<file path="src/hdl/pl0_lex_pkg.sv">
`timescale 1ns / 1ps

package pl0_lex_pkg;

   localparam int NUM_W = 17;
   localparam int KW_COUNT = 14;
   localparam int KW_MAX_LEN = 9;

   localparam logic CMD_CHAR = 1'b0;
   localparam logic CMD_END  = 1'b1;

   localparam logic [5:0] TOK_ERROR   = 6'd0;
   localparam logic [5:0] TOK_IDENT   = 6'd2;
   localparam logic [5:0] TOK_NUMBER  = 6'd3;
   localparam logic [5:0] TOK_PLUS    = 6'd4;
   localparam logic [5:0] TOK_MINUS   = 6'd5;
   localparam logic [5:0] TOK_TIMES   = 6'd6;
   localparam logic [5:0] TOK_SLASH   = 6'd7;
   localparam logic [5:0] TOK_IFEL    = 6'd8;
   localparam logic [5:0] TOK_EQL     = 6'd9;
   localparam logic [5:0] TOK_NEQ     = 6'd10;
   localparam logic [5:0] TOK_LSS     = 6'd11;
   localparam logic [5:0] TOK_LEQ     = 6'd12;
   localparam logic [5:0] TOK_GTR     = 6'd13;
   localparam logic [5:0] TOK_GEQ     = 6'd14;
   localparam logic [5:0] TOK_LPAREN  = 6'd15;
   localparam logic [5:0] TOK_RPAREN  = 6'd16;
   localparam logic [5:0] TOK_COMMA   = 6'd17;
   localparam logic [5:0] TOK_SEMI    = 6'd18;
   localparam logic [5:0] TOK_PERIOD  = 6'd19;
   localparam logic [5:0] TOK_BECOMES = 6'd20;
   localparam logic [5:0] TOK_BEGIN   = 6'd21;
   localparam logic [5:0] TOK_END     = 6'd22;
   localparam logic [5:0] TOK_IF      = 6'd23;
   localparam logic [5:0] TOK_THEN    = 6'd24;
   localparam logic [5:0] TOK_WHILE   = 6'd25;
   localparam logic [5:0] TOK_DO      = 6'd26;
   localparam logic [5:0] TOK_CALL    = 6'd27;
   localparam logic [5:0] TOK_CONST   = 6'd28;
   localparam logic [5:0] TOK_VAR     = 6'd29;
   localparam logic [5:0] TOK_PROC    = 6'd30;
   localparam logic [5:0] TOK_WRITE   = 6'd31;
   localparam logic [5:0] TOK_READ    = 6'd32;
   localparam logic [5:0] TOK_ELSE    = 6'd33;

   localparam logic [2:0] ERR_NONE       = 3'd0;
   localparam logic [2:0] ERR_IDENT_LONG = 3'd1;
   localparam logic [2:0] ERR_NUM_LONG   = 3'd2;
   localparam logic [2:0] ERR_COLON      = 3'd3;
   localparam logic [2:0] ERR_INVALID    = 3'd4;

   localparam logic [7:0] CH_SPACE  = 8'h20;
   localparam logic [7:0] CH_DEL    = 8'h7F;
   localparam logic [7:0] CH_LT     = 8'h3C;
   localparam logic [7:0] CH_GT     = 8'h3E;
   localparam logic [7:0] CH_EQ     = 8'h3D;
   localparam logic [7:0] CH_COLON  = 8'h3A;
   localparam logic [7:0] CH_SLASH  = 8'h2F;
   localparam logic [7:0] CH_STAR   = 8'h2A;
   localparam logic [7:0] CH_PLUS   = 8'h2B;
   localparam logic [7:0] CH_MINUS  = 8'h2D;
   localparam logic [7:0] CH_LPAREN = 8'h28;
   localparam logic [7:0] CH_RPAREN = 8'h29;
   localparam logic [7:0] CH_COMMA  = 8'h2C;
   localparam logic [7:0] CH_SEMI   = 8'h3B;
   localparam logic [7:0] CH_PERIOD = 8'h2E;

   // Keyword text is right-justified: the first character of a keyword of
   // length L sits in bits (L-1)*8 upwards.
   localparam logic [KW_MAX_LEN*8-1:0] KW_TEXT [KW_COUNT] = '{
      "const", "var", "procedure", "call", "begin", "end", "if",
      "then", "while", "do", "read", "write", "ifel", "else"
   };
   localparam int KW_LEN [KW_COUNT] = '{5, 3, 9, 4, 5, 3, 2, 4, 5, 2, 4, 5, 4, 4};
   localparam logic [5:0] KW_CODE [KW_COUNT] = '{
      TOK_CONST, TOK_VAR, TOK_PROC, TOK_CALL, TOK_BEGIN, TOK_END, TOK_IF,
      TOK_THEN, TOK_WHILE, TOK_DO, TOK_READ, TOK_WRITE, TOK_IFEL, TOK_ELSE
   };

   typedef struct packed {
      logic       cmd;
      logic [7:0] char_code;
   } req_type;

   typedef struct packed {
      logic [5:0]       token_class;
      logic [2:0]       error_code;
      logic [NUM_W-1:0] number_value;
      logic [7:0]       text_char;
      logic             last;
   } rsp_type;

   typedef enum logic [3:0] {
      MODE_IDLE,
      MODE_WORD,
      MODE_WORD_LONG,
      MODE_NUM,
      MODE_LT,
      MODE_GT,
      MODE_EQ,
      MODE_COLON,
      MODE_SLASH,
      MODE_COMMENT,
      MODE_COMMENT_STAR
   } scan_mode_type;

   typedef enum logic [2:0] {
      DEC_ABSORB,
      DEC_PAIR,
      DEC_FLUSH,
      DEC_FRESH,
      DEC_DONE
   } dec_type;

   typedef enum logic [1:0] {
      ST_IDLE,
      ST_STEP,
      ST_FLUSH,
      ST_FRESH
   } ctrl_state_type;

   typedef struct packed {
      logic take;
      logic absorb;
      logic emit_pair;
      logic set_idle;
      logic flush_emit;
      logic flush_done;
      logic fresh;
   } dp_cmd_type;

   typedef struct packed {
      dec_type dec;
      logic    end_of_text;
      logic    run_mode;
      logic    run_last;
      logic    fresh_emits;
      logic    out_free;
   } dp_status_type;

endpackage

</file>
<file path="src/hdl/pl0_lex_ctrl.sv">
`timescale 1ns / 1ps

module pl0_lex_ctrl (
   input  logic                       clock,
   input  logic                       reset,
   input  logic                       req_valid,
   output logic                       req_ready,
   input  pl0_lex_pkg::dp_status_type dp_status,
   output pl0_lex_pkg::dp_cmd_type    dp_cmd
);
   import pl0_lex_pkg::*;

   ctrl_state_type state_ff;
   ctrl_state_type state_in;
   logic           flush_finish;

   assign flush_finish = dp_status.out_free && (!dp_status.run_mode || dp_status.run_last);

   always_ff @(posedge clock) begin
      if (reset) begin
         state_ff <= ST_IDLE;
      end else begin
         state_ff <= state_in;
      end
   end

   always_comb begin
      state_in = state_ff;
      case (state_ff)
         ST_IDLE: begin
            if (req_valid) begin
               state_in = ST_STEP;
            end
         end
         ST_STEP: begin
            case (dp_status.dec)
               DEC_ABSORB: state_in = ST_IDLE;
               DEC_PAIR: begin
                  if (dp_status.out_free) begin
                     state_in = ST_IDLE;
                  end
               end
               DEC_FLUSH: state_in = ST_FLUSH;
               DEC_FRESH: state_in = ST_FRESH;
               DEC_DONE:  state_in = ST_IDLE;
               default:   state_in = ST_IDLE;
            endcase
         end
         ST_FLUSH: begin
            if (flush_finish) begin
               state_in = dp_status.end_of_text ? ST_IDLE : ST_FRESH;
            end
         end
         ST_FRESH: begin
            if (!dp_status.fresh_emits || dp_status.out_free) begin
               state_in = ST_IDLE;
            end
         end
         default: state_in = ST_IDLE;
      endcase
   end

   always_comb begin
      req_ready          = (state_ff == ST_IDLE);
      dp_cmd             = '0;
      dp_cmd.take        = (state_ff == ST_IDLE) && req_valid;
      dp_cmd.absorb      = (state_ff == ST_STEP) && (dp_status.dec == DEC_ABSORB);
      dp_cmd.emit_pair   = (state_ff == ST_STEP) && (dp_status.dec == DEC_PAIR)
                           && dp_status.out_free;
      dp_cmd.set_idle    = (state_ff == ST_STEP) && (dp_status.dec == DEC_DONE);
      dp_cmd.flush_emit  = (state_ff == ST_FLUSH) && dp_status.out_free;
      dp_cmd.flush_done  = (state_ff == ST_FLUSH) && flush_finish;
      dp_cmd.fresh       = (state_ff == ST_FRESH)
                           && (!dp_status.fresh_emits || dp_status.out_free);
   end

endmodule

</file>
<file path="src/hdl/pl0_lex_dp.sv">
`timescale 1ns / 1ps

module pl0_lex_dp #(
   parameter int MAX_IDENT_LEN  = 11,
   parameter int MAX_NUM_DIGITS = 5
) (
   input  logic                       clock,
   input  logic                       reset,
   input  pl0_lex_pkg::req_type       req_data,
   input  pl0_lex_pkg::dp_cmd_type    dp_cmd,
   output pl0_lex_pkg::dp_status_type dp_status,
   output logic                       rsp_valid,
   input  logic                       rsp_ready,
   output pl0_lex_pkg::rsp_type       rsp_data
);
   import pl0_lex_pkg::*;

   localparam int IDX_W = (MAX_IDENT_LEN > 1) ? $clog2(MAX_IDENT_LEN) : 1;
   localparam int LEN_W = $clog2(MAX_IDENT_LEN + 1);
   localparam int CNT_W = $clog2(MAX_NUM_DIGITS + 2);
   localparam int ACC_W = $clog2(10 ** MAX_NUM_DIGITS);

   logic             cmd_ff;
   logic [7:0]       char_ff;
   scan_mode_type    mode_ff;
   scan_mode_type    mode_in;
   logic [7:0]       buf_ff [MAX_IDENT_LEN];
   logic             buf_we;
   logic [IDX_W-1:0] buf_wa;
   logic [LEN_W-1:0] len_ff;
   logic [LEN_W-1:0] len_in;
   logic [ACC_W-1:0] acc_ff;
   logic [ACC_W-1:0] acc_in;
   logic [CNT_W-1:0] cnt_ff;
   logic [CNT_W-1:0] cnt_in;
   logic [IDX_W-1:0] idx_ff;
   logic [IDX_W-1:0] idx_in;
   logic             rsp_valid_ff;
   logic             rsp_valid_in;
   rsp_type          rsp_data_ff;
   rsp_type          rsp_data_in;

   logic             is_letter;
   logic             is_digit;
   logic             is_skip;
   logic [3:0]       digit_val;
   logic             kw_hit;
   logic [5:0]       kw_code;
   logic             kw_char_ok;
   logic             run_last;
   logic             fresh_emits;
   logic             out_free;
   rsp_type          pair_tok;
   rsp_type          flush_tok;
   rsp_type          fresh_tok;
   dec_type          dec;

   assign is_letter = ((char_ff >= 8'h61) && (char_ff <= 8'h7A))
                      || ((char_ff >= 8'h41) && (char_ff <= 8'h5A));
   assign is_digit  = (char_ff >= 8'h30) && (char_ff <= 8'h39);
   assign is_skip   = (char_ff < CH_SPACE) || (char_ff == CH_DEL) || (char_ff == CH_SPACE);
   assign digit_val = char_ff[3:0];
   assign out_free  = !rsp_valid_ff || rsp_ready;
   assign run_last  = ((LEN_W'(idx_ff) + LEN_W'(1)) == len_ff);

   assign fresh_emits = !is_skip && !is_letter && !is_digit
                        && (char_ff != CH_LT) && (char_ff != CH_GT) && (char_ff != CH_EQ)
                        && (char_ff != CH_COLON) && (char_ff != CH_SLASH);

   always_comb begin
      dec = DEC_FRESH;
      if (cmd_ff == CMD_END) begin
         if ((mode_ff == MODE_IDLE) || (mode_ff == MODE_COMMENT)
             || (mode_ff == MODE_COMMENT_STAR)) begin
            dec = DEC_DONE;
         end else begin
            dec = DEC_FLUSH;
         end
      end else begin
         case (mode_ff)
            MODE_IDLE:      dec = DEC_FRESH;
            MODE_WORD:      dec = (is_letter || is_digit) ? DEC_ABSORB : DEC_FLUSH;
            MODE_WORD_LONG: dec = (is_letter || is_digit) ? DEC_ABSORB : DEC_FLUSH;
            MODE_NUM:       dec = is_digit ? DEC_ABSORB : DEC_FLUSH;
            MODE_LT: begin
               dec = ((char_ff == CH_EQ) || (char_ff == CH_GT)) ? DEC_PAIR : DEC_FLUSH;
            end
            MODE_GT: begin
               dec = ((char_ff == CH_EQ) || (char_ff == CH_LT)) ? DEC_PAIR : DEC_FLUSH;
            end
            MODE_EQ:           dec = (char_ff == CH_EQ) ? DEC_PAIR : DEC_FLUSH;
            MODE_COLON:        dec = (char_ff == CH_EQ) ? DEC_PAIR : DEC_FLUSH;
            MODE_SLASH:        dec = (char_ff == CH_STAR) ? DEC_ABSORB : DEC_FLUSH;
            MODE_COMMENT:      dec = DEC_ABSORB;
            MODE_COMMENT_STAR: dec = DEC_ABSORB;
            default:           dec = DEC_FRESH;
         endcase
      end
   end

   always_comb begin
      kw_hit  = 1'b0;
      kw_code = TOK_ERROR;
      for (int k = 0; k < KW_COUNT; k++) begin
         kw_char_ok = (KW_LEN[k] <= MAX_IDENT_LEN) && (len_ff == LEN_W'(KW_LEN[k]));
         for (int j = 0; j < KW_MAX_LEN; j++) begin
            if ((j < KW_LEN[k]) && (j < MAX_IDENT_LEN)) begin
               if (buf_ff[IDX_W'(j)] != KW_TEXT[k][(KW_LEN[k] - 1 - j) * 8 +: 8]) begin
                  kw_char_ok = 1'b0;
               end
            end
         end
         if (kw_char_ok && !kw_hit) begin
            kw_hit  = 1'b1;
            kw_code = KW_CODE[k];
         end
      end
   end

   always_comb begin
      dp_status             = '0;
      dp_status.dec         = dec;
      dp_status.end_of_text = (cmd_ff == CMD_END);
      dp_status.run_mode    = (mode_ff == MODE_WORD) && !kw_hit;
      dp_status.run_last    = run_last;
      dp_status.fresh_emits = fresh_emits;
      dp_status.out_free    = out_free;
   end

   always_comb begin
      pair_tok      = '0;
      pair_tok.last = 1'b1;
      case (mode_ff)
         MODE_LT:    pair_tok.token_class = (char_ff == CH_EQ) ? TOK_LEQ : TOK_NEQ;
         MODE_GT:    pair_tok.token_class = (char_ff == CH_EQ) ? TOK_GEQ : TOK_NEQ;
         MODE_EQ:    pair_tok.token_class = TOK_EQL;
         MODE_COLON: pair_tok.token_class = TOK_BECOMES;
         default:    pair_tok.token_class = TOK_ERROR;
      endcase
   end

   always_comb begin
      flush_tok      = '0;
      flush_tok.last = 1'b1;
      case (mode_ff)
         MODE_WORD: begin
            if (kw_hit) begin
               flush_tok.token_class = kw_code;
            end else begin
               flush_tok.token_class = TOK_IDENT;
               flush_tok.text_char   = buf_ff[idx_ff];
               flush_tok.last        = run_last;
            end
         end
         MODE_WORD_LONG: flush_tok.error_code = ERR_IDENT_LONG;
         MODE_NUM: begin
            if (cnt_ff > CNT_W'(MAX_NUM_DIGITS)) begin
               flush_tok.error_code = ERR_NUM_LONG;
            end else begin
               flush_tok.token_class  = TOK_NUMBER;
               flush_tok.number_value = NUM_W'(acc_ff);
            end
         end
         MODE_LT:    flush_tok.token_class = TOK_LSS;
         MODE_GT:    flush_tok.token_class = TOK_GTR;
         MODE_EQ:    flush_tok.token_class = TOK_EQL;
         MODE_COLON: flush_tok.error_code  = ERR_COLON;
         MODE_SLASH: flush_tok.token_class = TOK_SLASH;
         default:    flush_tok.token_class = TOK_ERROR;
      endcase
   end

   always_comb begin
      fresh_tok      = '0;
      fresh_tok.last = 1'b1;
      case (char_ff)
         CH_PLUS:   fresh_tok.token_class = TOK_PLUS;
         CH_MINUS:  fresh_tok.token_class = TOK_MINUS;
         CH_STAR:   fresh_tok.token_class = TOK_TIMES;
         CH_LPAREN: fresh_tok.token_class = TOK_LPAREN;
         CH_RPAREN: fresh_tok.token_class = TOK_RPAREN;
         CH_COMMA:  fresh_tok.token_class = TOK_COMMA;
         CH_SEMI:   fresh_tok.token_class = TOK_SEMI;
         CH_PERIOD: fresh_tok.token_class = TOK_PERIOD;
         default:   fresh_tok.error_code  = ERR_INVALID;
      endcase
   end

   always_comb begin
      mode_in = mode_ff;
      len_in  = len_ff;
      acc_in  = acc_ff;
      cnt_in  = cnt_ff;
      idx_in  = idx_ff;
      buf_we  = 1'b0;
      buf_wa  = len_ff[IDX_W-1:0];
      if (dp_cmd.absorb) begin
         case (mode_ff)
            MODE_WORD: begin
               if (len_ff < LEN_W'(MAX_IDENT_LEN)) begin
                  buf_we = 1'b1;
                  len_in = len_ff + LEN_W'(1);
               end else begin
                  mode_in = MODE_WORD_LONG;
               end
            end
            MODE_NUM: begin
               if (cnt_ff < CNT_W'(MAX_NUM_DIGITS)) begin
                  acc_in = (acc_ff << 3) + (acc_ff << 1) + ACC_W'(digit_val);
                  cnt_in = cnt_ff + CNT_W'(1);
               end else begin
                  cnt_in = CNT_W'(MAX_NUM_DIGITS + 1);
               end
            end
            MODE_SLASH: mode_in = MODE_COMMENT;
            MODE_COMMENT: begin
               if (char_ff == CH_STAR) begin
                  mode_in = MODE_COMMENT_STAR;
               end
            end
            MODE_COMMENT_STAR: begin
               if (char_ff == CH_SLASH) begin
                  mode_in = MODE_IDLE;
               end else if (char_ff != CH_STAR) begin
                  mode_in = MODE_COMMENT;
               end
            end
            default: mode_in = mode_ff;
         endcase
      end
      if (dp_cmd.emit_pair || dp_cmd.set_idle) begin
         mode_in = MODE_IDLE;
      end
      if (dp_cmd.flush_emit && (mode_ff == MODE_WORD) && !kw_hit && !run_last) begin
         idx_in = idx_ff + IDX_W'(1);
      end
      if (dp_cmd.flush_done) begin
         mode_in = MODE_IDLE;
         idx_in  = '0;
      end
      if (dp_cmd.fresh) begin
         mode_in = MODE_IDLE;
         if (is_letter) begin
            buf_we  = 1'b1;
            buf_wa  = '0;
            len_in  = LEN_W'(1);
            mode_in = MODE_WORD;
         end else if (is_digit) begin
            acc_in  = ACC_W'(digit_val);
            cnt_in  = CNT_W'(1);
            mode_in = MODE_NUM;
         end else begin
            case (char_ff)
               CH_LT:    mode_in = MODE_LT;
               CH_GT:    mode_in = MODE_GT;
               CH_EQ:    mode_in = MODE_EQ;
               CH_COLON: mode_in = MODE_COLON;
               CH_SLASH: mode_in = MODE_SLASH;
               default:  mode_in = MODE_IDLE;
            endcase
         end
      end
   end

   always_comb begin
      rsp_valid_in = rsp_valid_ff && !rsp_ready;
      rsp_data_in  = rsp_data_ff;
      if (dp_cmd.emit_pair) begin
         rsp_valid_in = 1'b1;
         rsp_data_in  = pair_tok;
      end else if (dp_cmd.flush_emit) begin
         rsp_valid_in = 1'b1;
         rsp_data_in  = flush_tok;
      end else if (dp_cmd.fresh && fresh_emits) begin
         rsp_valid_in = 1'b1;
         rsp_data_in  = fresh_tok;
      end
   end

   always_ff @(posedge clock) begin
      if (reset) begin
         mode_ff      <= MODE_IDLE;
         len_ff       <= '0;
         acc_ff       <= '0;
         cnt_ff       <= '0;
         idx_ff       <= '0;
         rsp_valid_ff <= 1'b0;
      end else begin
         mode_ff      <= mode_in;
         len_ff       <= len_in;
         acc_ff       <= acc_in;
         cnt_ff       <= cnt_in;
         idx_ff       <= idx_in;
         rsp_valid_ff <= rsp_valid_in;
      end
   end

   always_ff @(posedge clock) begin
      if (dp_cmd.take) begin
         cmd_ff  <= req_data.cmd;
         char_ff <= req_data.char_code;
      end
      if (buf_we) begin
         buf_ff[buf_wa] <= char_ff;
      end
      rsp_data_ff <= rsp_data_in;
   end

   assign rsp_valid = rsp_valid_ff;
   assign rsp_data  = rsp_data_ff;

endmodule

</file>
<file path="src/hdl/pl0_lexical_tokenizer_top.sv">
// A beat is captured in the idle state and decided in the step state. A closing pair is
// emitted from the step state; a flushed token from the flush state, one result beat per
// identifier character, then a new single-character token from the fresh state, which is
// skipped at end of text. Results are registered, each emission waits for the output to be
// free, and no new beat is taken until the one in hand is finished.
// Reset is synchronous and active high; it returns the scanner to idle and drops any result.
`timescale 1ns / 1ps

module pl0_lexical_tokenizer_top #(
   parameter int MAX_IDENT_LEN  = 11,
   parameter int MAX_NUM_DIGITS = 5
) (
   input  logic                 clock,
   input  logic                 reset,
   input  logic                 req_valid,
   output logic                 req_ready,
   input  pl0_lex_pkg::req_type req_data,
   output logic                 rsp_valid,
   input  logic                 rsp_ready,
   output pl0_lex_pkg::rsp_type rsp_data
);
   import pl0_lex_pkg::*;

   dp_cmd_type    dp_cmd;
   dp_status_type dp_status;

   pl0_lex_ctrl u_ctrl (
      .clock     (clock),
      .reset     (reset),
      .req_valid (req_valid),
      .req_ready (req_ready),
      .dp_status (dp_status),
      .dp_cmd    (dp_cmd)
   );

   pl0_lex_dp #(
      .MAX_IDENT_LEN  (MAX_IDENT_LEN),
      .MAX_NUM_DIGITS (MAX_NUM_DIGITS)
   ) u_dp (
      .clock     (clock),
      .reset     (reset),
      .req_data  (req_data),
      .dp_cmd    (dp_cmd),
      .dp_status (dp_status),
      .rsp_valid (rsp_valid),
      .rsp_ready (rsp_ready),
      .rsp_data  (rsp_data)
   );

endmodule

</file>
<file path="config.mk">
export PLATFORM = sky130hd
export DESIGN_NAME = pl0_lexical_tokenizer_top
export DESIGN_NICKNAME = d
export VERILOG_FILES = /design/src/hdl/pl0_lex_pkg.sv /design/src/hdl/pl0_lex_ctrl.sv /design/src/hdl/pl0_lex_dp.sv /design/src/hdl/pl0_lexical_tokenizer_top.sv
export SDC_FILE = /design/constraint.sdc
export NUM_CORES = 1
export LEC_CHECK = 0
export BUFFER_PORTS_ARGS = -buffer_cell sky130_fd_sc_hd__buf_2
export CAP_MARGIN = 30
export CORE_MARGIN = 2
export CORE_UTILIZATION = 25
export CTS_CLUSTER_SIZE = 12
export DETAILED_ROUTE_END_ITERATION = 12
export GPL_TIMING_DRIVEN = 0
export PLACE_DENSITY_LB_ADDON = 0.08
export SETUP_SLACK_MARGIN = 0.05
export SKIP_LAST_GASP = 1
export SLEW_MARGIN = 20
export SYNTH_ARGS = -nofsm -noshare
export SYNTH_HDL_FRONTEND = slang
export SYNTH_SLANG_ARGS = --single-unit
</file>
<file path="constraint.sdc">
create_clock -name clock -period 7.8 [get_ports clock]
set_input_delay 1.56 -clock clock [delete_from_list [all_inputs] [get_ports clock]]
set_output_delay 1.56 -clock clock [all_outputs]
set_load 0.01 [all_outputs]
</file>
==> results of run 1 <==
==> placed cells by master, fill, tap and decap left out, types with 21 or more instances in the layout <==
cell type	count
edfxtp_1	143
nand2_1	91
dfxtp_1	68
nor2_1	66
buf_2	53
clkbuf_1	40
mux4_2	40
ha_1	34
a21oi_1	33
nor3_1	32
conb_1	32
nand3_1	30
clkbuf_16	27
nand4_1	23
nor4_1	21
==> Yosys cell counts (7+ instances only) <==
master	count	area [sq um]
edfxtp_1	143	4290
nand2_1	91	342
dfxtp_1	68	1360
nor2_1	67	251
clkbuf_1	40	150
mux4_2	40	901
ha_1	34	425
a21oi_1	33	165
nor3_1	33	165
nand3_1	30	150
nand4_1	23	144
nor4_1	21	131
a22o_1	18	158
inv_1	18	67.6
xnor2_1	18	158
o21ai_0	17	85.1
nor4bb_1	14	140
nand4b_1	13	114
nor2b_1	13	81.3
nor3b_1	12	90.1
nor4b_1	12	105
a211oi_1	11	82.6
o21ai_1	10	50.1
a31oi_1	9	56.3
or3_1	9	56.3
nand2b_1	8	50.1
nand3b_1	8	60.1
o31ai_1	8	60.1
and2_1	7	43.8
or4_1	7	52.6
==> final timing paths <==
path,startpoint,endpoint,slack (ns),depth (start not counted)
setup / recovery,u_dp.char_ff[4],u_dp.buf_ff[4][2],3.25,9
hold / removal,u_dp.rsp_data[8],u_dp.rsp_data[8],0.45,2
setup reg to reg,u_dp.char_ff[4],u_dp.buf_ff[4][2],3.25,9
hold reg to reg,u_dp.rsp_data[8],u_dp.rsp_data[8],0.45,2
==> kinds of logic after synthesis <==
group                      synth area share, %
other                                   0.0342
xor gates and xnor gates                  1.92
and+or+nand+nor                           20.9
buffers and inverters                     2.36
DFF                                       51.6
adders and majority gates                 4.25
AOI/OAI and AO/OA                         10.5
muxes                                     8.41
==> worst max-delay path: stages, from the launching register on <==
cell      delay, ns
edfxtp_1       0.95
clkbuf_1       0.34
and4bb_1       0.44
o311ai_0       0.26
a211oi_1       0.33
nand4_2        0.25
nor2_1         0.49
nand2_1        0.26
nor3_1         0.67
buf_2          0.27
==> power by group through the flow <==
stage          logic [mW]  registers [mW]  clock network, mW
5_1_grt             0.377            1.31               1.36
4_1_cts             0.345            1.30               1.32
3_3_place_gp        0.312            1.34                  0
3_5_place_dp        0.343            1.32                  0
6_report            0.342            1.30               1.28
2_1_floorplan       0.202            1.31                  0
==> area by class of cell <==
| type | count | area [sq um] |
|---|---|---|
| plain buffers | 48 | 188 |
| clock buffers | 27 | 676 |
| clock inverters | 22 | 224 |
| fillers | 4498 | 30000 |
| inverters | 19 | 71.3 |
| multi-input cells | 697 | 5180 |
| flip-flops and latches | 211 | 5660 |
| well taps | 585 | 732 |
| repair buffers | 62 | 422 |
==> flip-flops by register name, summed over array words and instances, names as in the netlist, named ones only <==
| name | count |
|---|---|
| u_ctrl.state_ff | 2 |
| u_dp.acc_ff | 17 |
| u_dp.buf_ff | 128 |
| u_dp.char_ff | 8 |
| u_dp.cmd_ff | 1 |
| u_dp.cnt_ff | 3 |
| u_dp.idx_ff | 4 |
| u_dp.len_ff | 4 |
| u_dp.mode_ff | 4 |
| u_dp.rsp_data | 35 |
| u_dp.rsp_valid | 1 |
==> layer usage <==
layer / global-route usage (%) / vias up / wire length [um]
li1: - / 3930 / -
met1: 23.9 / 4156 / 17900
met2: 25.5 / 243 / 16400
met3: 2.74 / 54 / 1940
met4: 4.05 / 0 / 891
met5: 0.862 / - / 0
==> reports/summary.txt, run 1 <==
CTS Root Cell: clkbuf_16
Total power: 2.92 mW
Core area: 43200 sq um
Clk Latency, worst-skew pair: 0.57 ns
Register share of total power: 44.5%
Mapped Area: 11000 sq um
Crit path time final: 4.55 ns
Combinational Power Share: 11.7%
#FFs+latches synth: 211
Die W: 213 um
GP Congestion: 0.875
DRT iter0 DRCs: 664
Total routed wirelength: 37100 um
Pre-antenna DRT Iters: 5
Clock power share: 43.8%
Startpoint types: flip-flop
Placed instance area: 12200 sq um
Max-cap viol count: 0
Main flop type after synthesis: edfxtp_1
HPWL Detailed: 27600 um
DR WL/cell: 22.2 um
Asr flop ratio synth: 0%
Psw: 783 uW
H-tree Lvls: 1
CP Class: reg -> reg
RSZ-0062 raised after global routing: false
CTS resizes: 0
LEAKAGE: 4.52 nW
Core Util, Final: 30.5%
Postcts setup bufs: 0
Cells after Synth: 944
Clk sink count: 211
Final Setup Violations: 0
Die area: 45500 sq um
Dpl ws: 3.22 ns
Crit end category: flip-flop
Gr usage total: 16.5%
Setup TNS: 0 ns
Least-Margin Pin Slew: 0.929 ns
PwrDens: 222 nW/um^2
Die Ht: 213 um
Finished Layout Cells: 1671
Internal power: 2.14 mW
Initial antenna violation count: 0
CTS tree: built
Layout cells sized above 1: 15.7%
Top Ports: 50
Via Count: 8383
Clk slew on worst S/H paths: 0.06 ns
Worst Hold Class: reg -> reg
Number of synthesized flops with an enable pin: 143
Site row count: 76
P&R area growth vs syn: 20.0%
Critical Path RT: 8.08 ns
Fin nets: 1115
Net Sw Frac: 26.8%
IO buf count: 48
Arr. time, crit path: 4.83 ns
Inserted Clock Buffers: 27
Antenna Nets Post-Route: 0
Avg Cell Area, Syn: 11.6 sq um
Highest Clock Rate: 0.220 GHz
Rel. slew slack: 38.1%
Vias in the first global route: 8466
Post-CTS Hold Buffers: 0
Pin count of the biggest net entering global routing: 22
Placed cells: 1620
First-pass GRT wire length: 55400 um
Seq/Total Area, Yosys: 51.6%
Worst-path fanout max: 17
Drt drc: 0
Vias/cell: 5.02
Final Hold Violating Endpoints: 0
Final setup margin: 3.25 ns
Min Hold Slack: 0.452 ns
Cell area after layout: 13100 sq um
N_diodes: 0
Synth Warn #: 0
Status: completed
Clock skew: 0.00749 ns
CTS max path bufs: 3
Netlist cell types: 81
Effective utilization at floorplan: 25.4%
VDD IR max: 172 uV
Final Slew Violations: 0
Total grt overflow: 0
Final period util: 58.3%
Note: power is estimated with default switching activity, not from simulation.
==> run 2: changes to the inputs <==
==> constraint.sdc (replaced) <==
create_clock -name clock -period 4.2 [get_ports clock]
set_input_delay 0.84 -clock clock [delete_from_list [all_inputs] [get_ports clock]]
set_output_delay 0.84 -clock clock [all_outputs]
set_load 0.01 [all_outputs]
==> run 2 against run 1 <==
Critical path depth shrank 2; highest routed layer unchanged; core utilization grew 0.21 points; clock power increased by 85%; sequential power rose by 84%.
==> reports/summary.txt, run 2 (same netlist as run 1, synthesis figures left out) <==
Vias in the first global route: 8477
Final Setup Violations: 0
Antenna Nets Post-Route: 0
First-pass GRT wire length: 55700 um
Post-CTS Hold Buffers: 0
Pin count of the biggest net entering global routing: 17
Least-Margin Pin Slew: 0.876 ns
Initial antenna violation count: 0
Status: completed
Total grt overflow: 0
CTS Root Cell: clkbuf_16
Dpl ws: -0.378 ns
Placed cells: 1620
Final setup margin: 0.341 ns
Die W: 213 um
Clk Latency, worst-skew pair: 0.57 ns
Drt drc: 0
Worst Hold Launch: req_data[1]
Total routed wirelength: 37300 um
Via Count: 8440
Psw: 1.46 mW
Pre-antenna DRT Iters: 5
Critical Path RT: 4.39 ns
Final Hold Violating Endpoints: 0
Die Ht: 213 um
Inserted Clock Buffers: 27
Rel. slew slack: 41.0%
Crit path time final: 3.86 ns
Max-cap viol count: 0
N_diodes: 0
CTS max path bufs: 3
Final Slew Violations: 0
Arr. time, crit path: 4.05 ns
Most frequent cells in the layout: edfxtp_1, nand2_1, dfxtp_1
Internal power: 3.98 mW
WHS Path Cells: 1
Die area: 45500 sq um
Top Ports: 50
FF-to-FF path depth: 7
Worst-path fanout max: 12
Effective utilization at floorplan: 25.4%
Clock power share: 43.6%
Gr usage total: 16.6%
Vias/cell: 5.02
Net Sw Frac: 26.9%
Clock skew: 0.00701 ns
Finished Layout Cells: 1680
CTS tree: built
PwrDens: 411 nW/um^2
R2R Path End: u_dp.buf_ff[3][1]
LEAKAGE: 4.56 nW
DRT iter0 DRCs: 678
Worst Hold Class: in -> reg
P&R area growth vs syn: 20.8%
HPWL Detailed: 27600 um
Final period util: 91.9%
RSZ-0062 raised after global routing: false
DR WL/cell: 22.2 um
Site row count: 76
CP Class: reg -> reg
Highest Clock Rate: 0.259 GHz
IO buf count: 48
Clk sink count: 211
Worst r2r src: u_dp.char_ff[6]
VDD IR max: 320 uV
Startpoint types: flip-flop
Commonest non-fill, non-tap cell in the layout: edfxtp_1
Core area: 43200 sq um
Crit end category: flip-flop
R2R setup slack: 0.34 ns
Combinational Power Share: 12.5%
H-tree Lvls: 1
Fin nets: 1124
WHS Endpoint: u_dp.char_ff[1]
Register share of total power: 43.9%
Largest Register: u_dp.buf_ff
Layout cells sized above 1: 16.8%
Clk slew on worst S/H paths: 0.06 ns
GP Congestion: 0.875
Max reg flops: 128
## run 2: cell count changes in the layout (fill, tap and decap cells not counted), sizes merged
cell  delta
buf      +9
## run 2: worst max-delay path, cell delays in order (launching register included)
cell and delay (ns):
edfxtp_1 0.64, nand4bb_1 0.33, or4_4 0.56, a2111oi_4 0.41
nand4_2 0.27, nor2_2 0.37, nand2_1 0.21, nor2_1 0.68
## run 2: how the worst max path moves through the flow
stage                                from                 to  slack (ns)  cells after the start
after global placement    u_dp.char_ff[1]  u_dp.buf_ff[0][1]       -1.14                      8
after detailed placement  u_dp.char_ff[4]  u_dp.buf_ff[9][5]       -0.38                      8
after floorplan           u_dp.char_ff[6]  u_dp.buf_ff[0][0]        0.72                      7
final                     u_dp.char_ff[6]  u_dp.buf_ff[3][1]        0.34                      7
after CTS                 u_dp.char_ff[5]  u_dp.buf_ff[1][2]        0.09                      7
after global routing      u_dp.char_ff[2]  u_dp.buf_ff[7][2]        0.08                      8
## run 2: what timing repair did
action | in CTS | in global routing
endpoints found under the setup margin | 79 | 71
gates resized for setup | 4 | 3
gates cloned | 0 | 0
setup buffers | 4 | 6
## run 2: layout make-up
class	instances	area, sq um
plain buffers	48	188
clock buffers	27	676
clock inverters	22	224
fillers	4497	29900
inverters	19	71.3
multi-input cells	697	5200
flip-flops and latches	211	5660
well taps	585	732
repair buffers	71	485
## run 2: power by group through the flow
stage	logic (mW)	registers (mW)	clock network, mW
6_report	0.679	2.39	2.37
5_1_grt	0.744	2.40	2.52
4_1_cts	0.663	2.40	2.45
3_5_place_dp	0.637	2.46	0
3_3_place_gp	0.580	2.49	0
2_1_floorplan	0.376	2.44	0
## run 2: metrics by stage
step                      hold slack, ns  area, sq um  util [%]  setup TNS (ns)  power [mW]
after floorplan                    0.432        11100         -               0        2.82
after global placement             0.437        12000      27.9          -60.17        3.07
after detailed placement           0.442        12200      28.3          -13.03        3.09
after CTS                          0.412        13200      30.5               0        5.51
after global routing               0.416        13200      30.7               0        5.67
final                              0.447        13200      30.7               0        5.44
## run 2: layer usage
metal | wire (um) | global-route usage (%) | up-vias
li1 | - | - | 3954
met1 | 18000 | 24.0 | 4222
met2 | 16500 | 25.7 | 214
met3 | 1830 | 2.75 | 50
met4 | 892 | 4.09 | 0
met5 | 0 | 0.862 | -
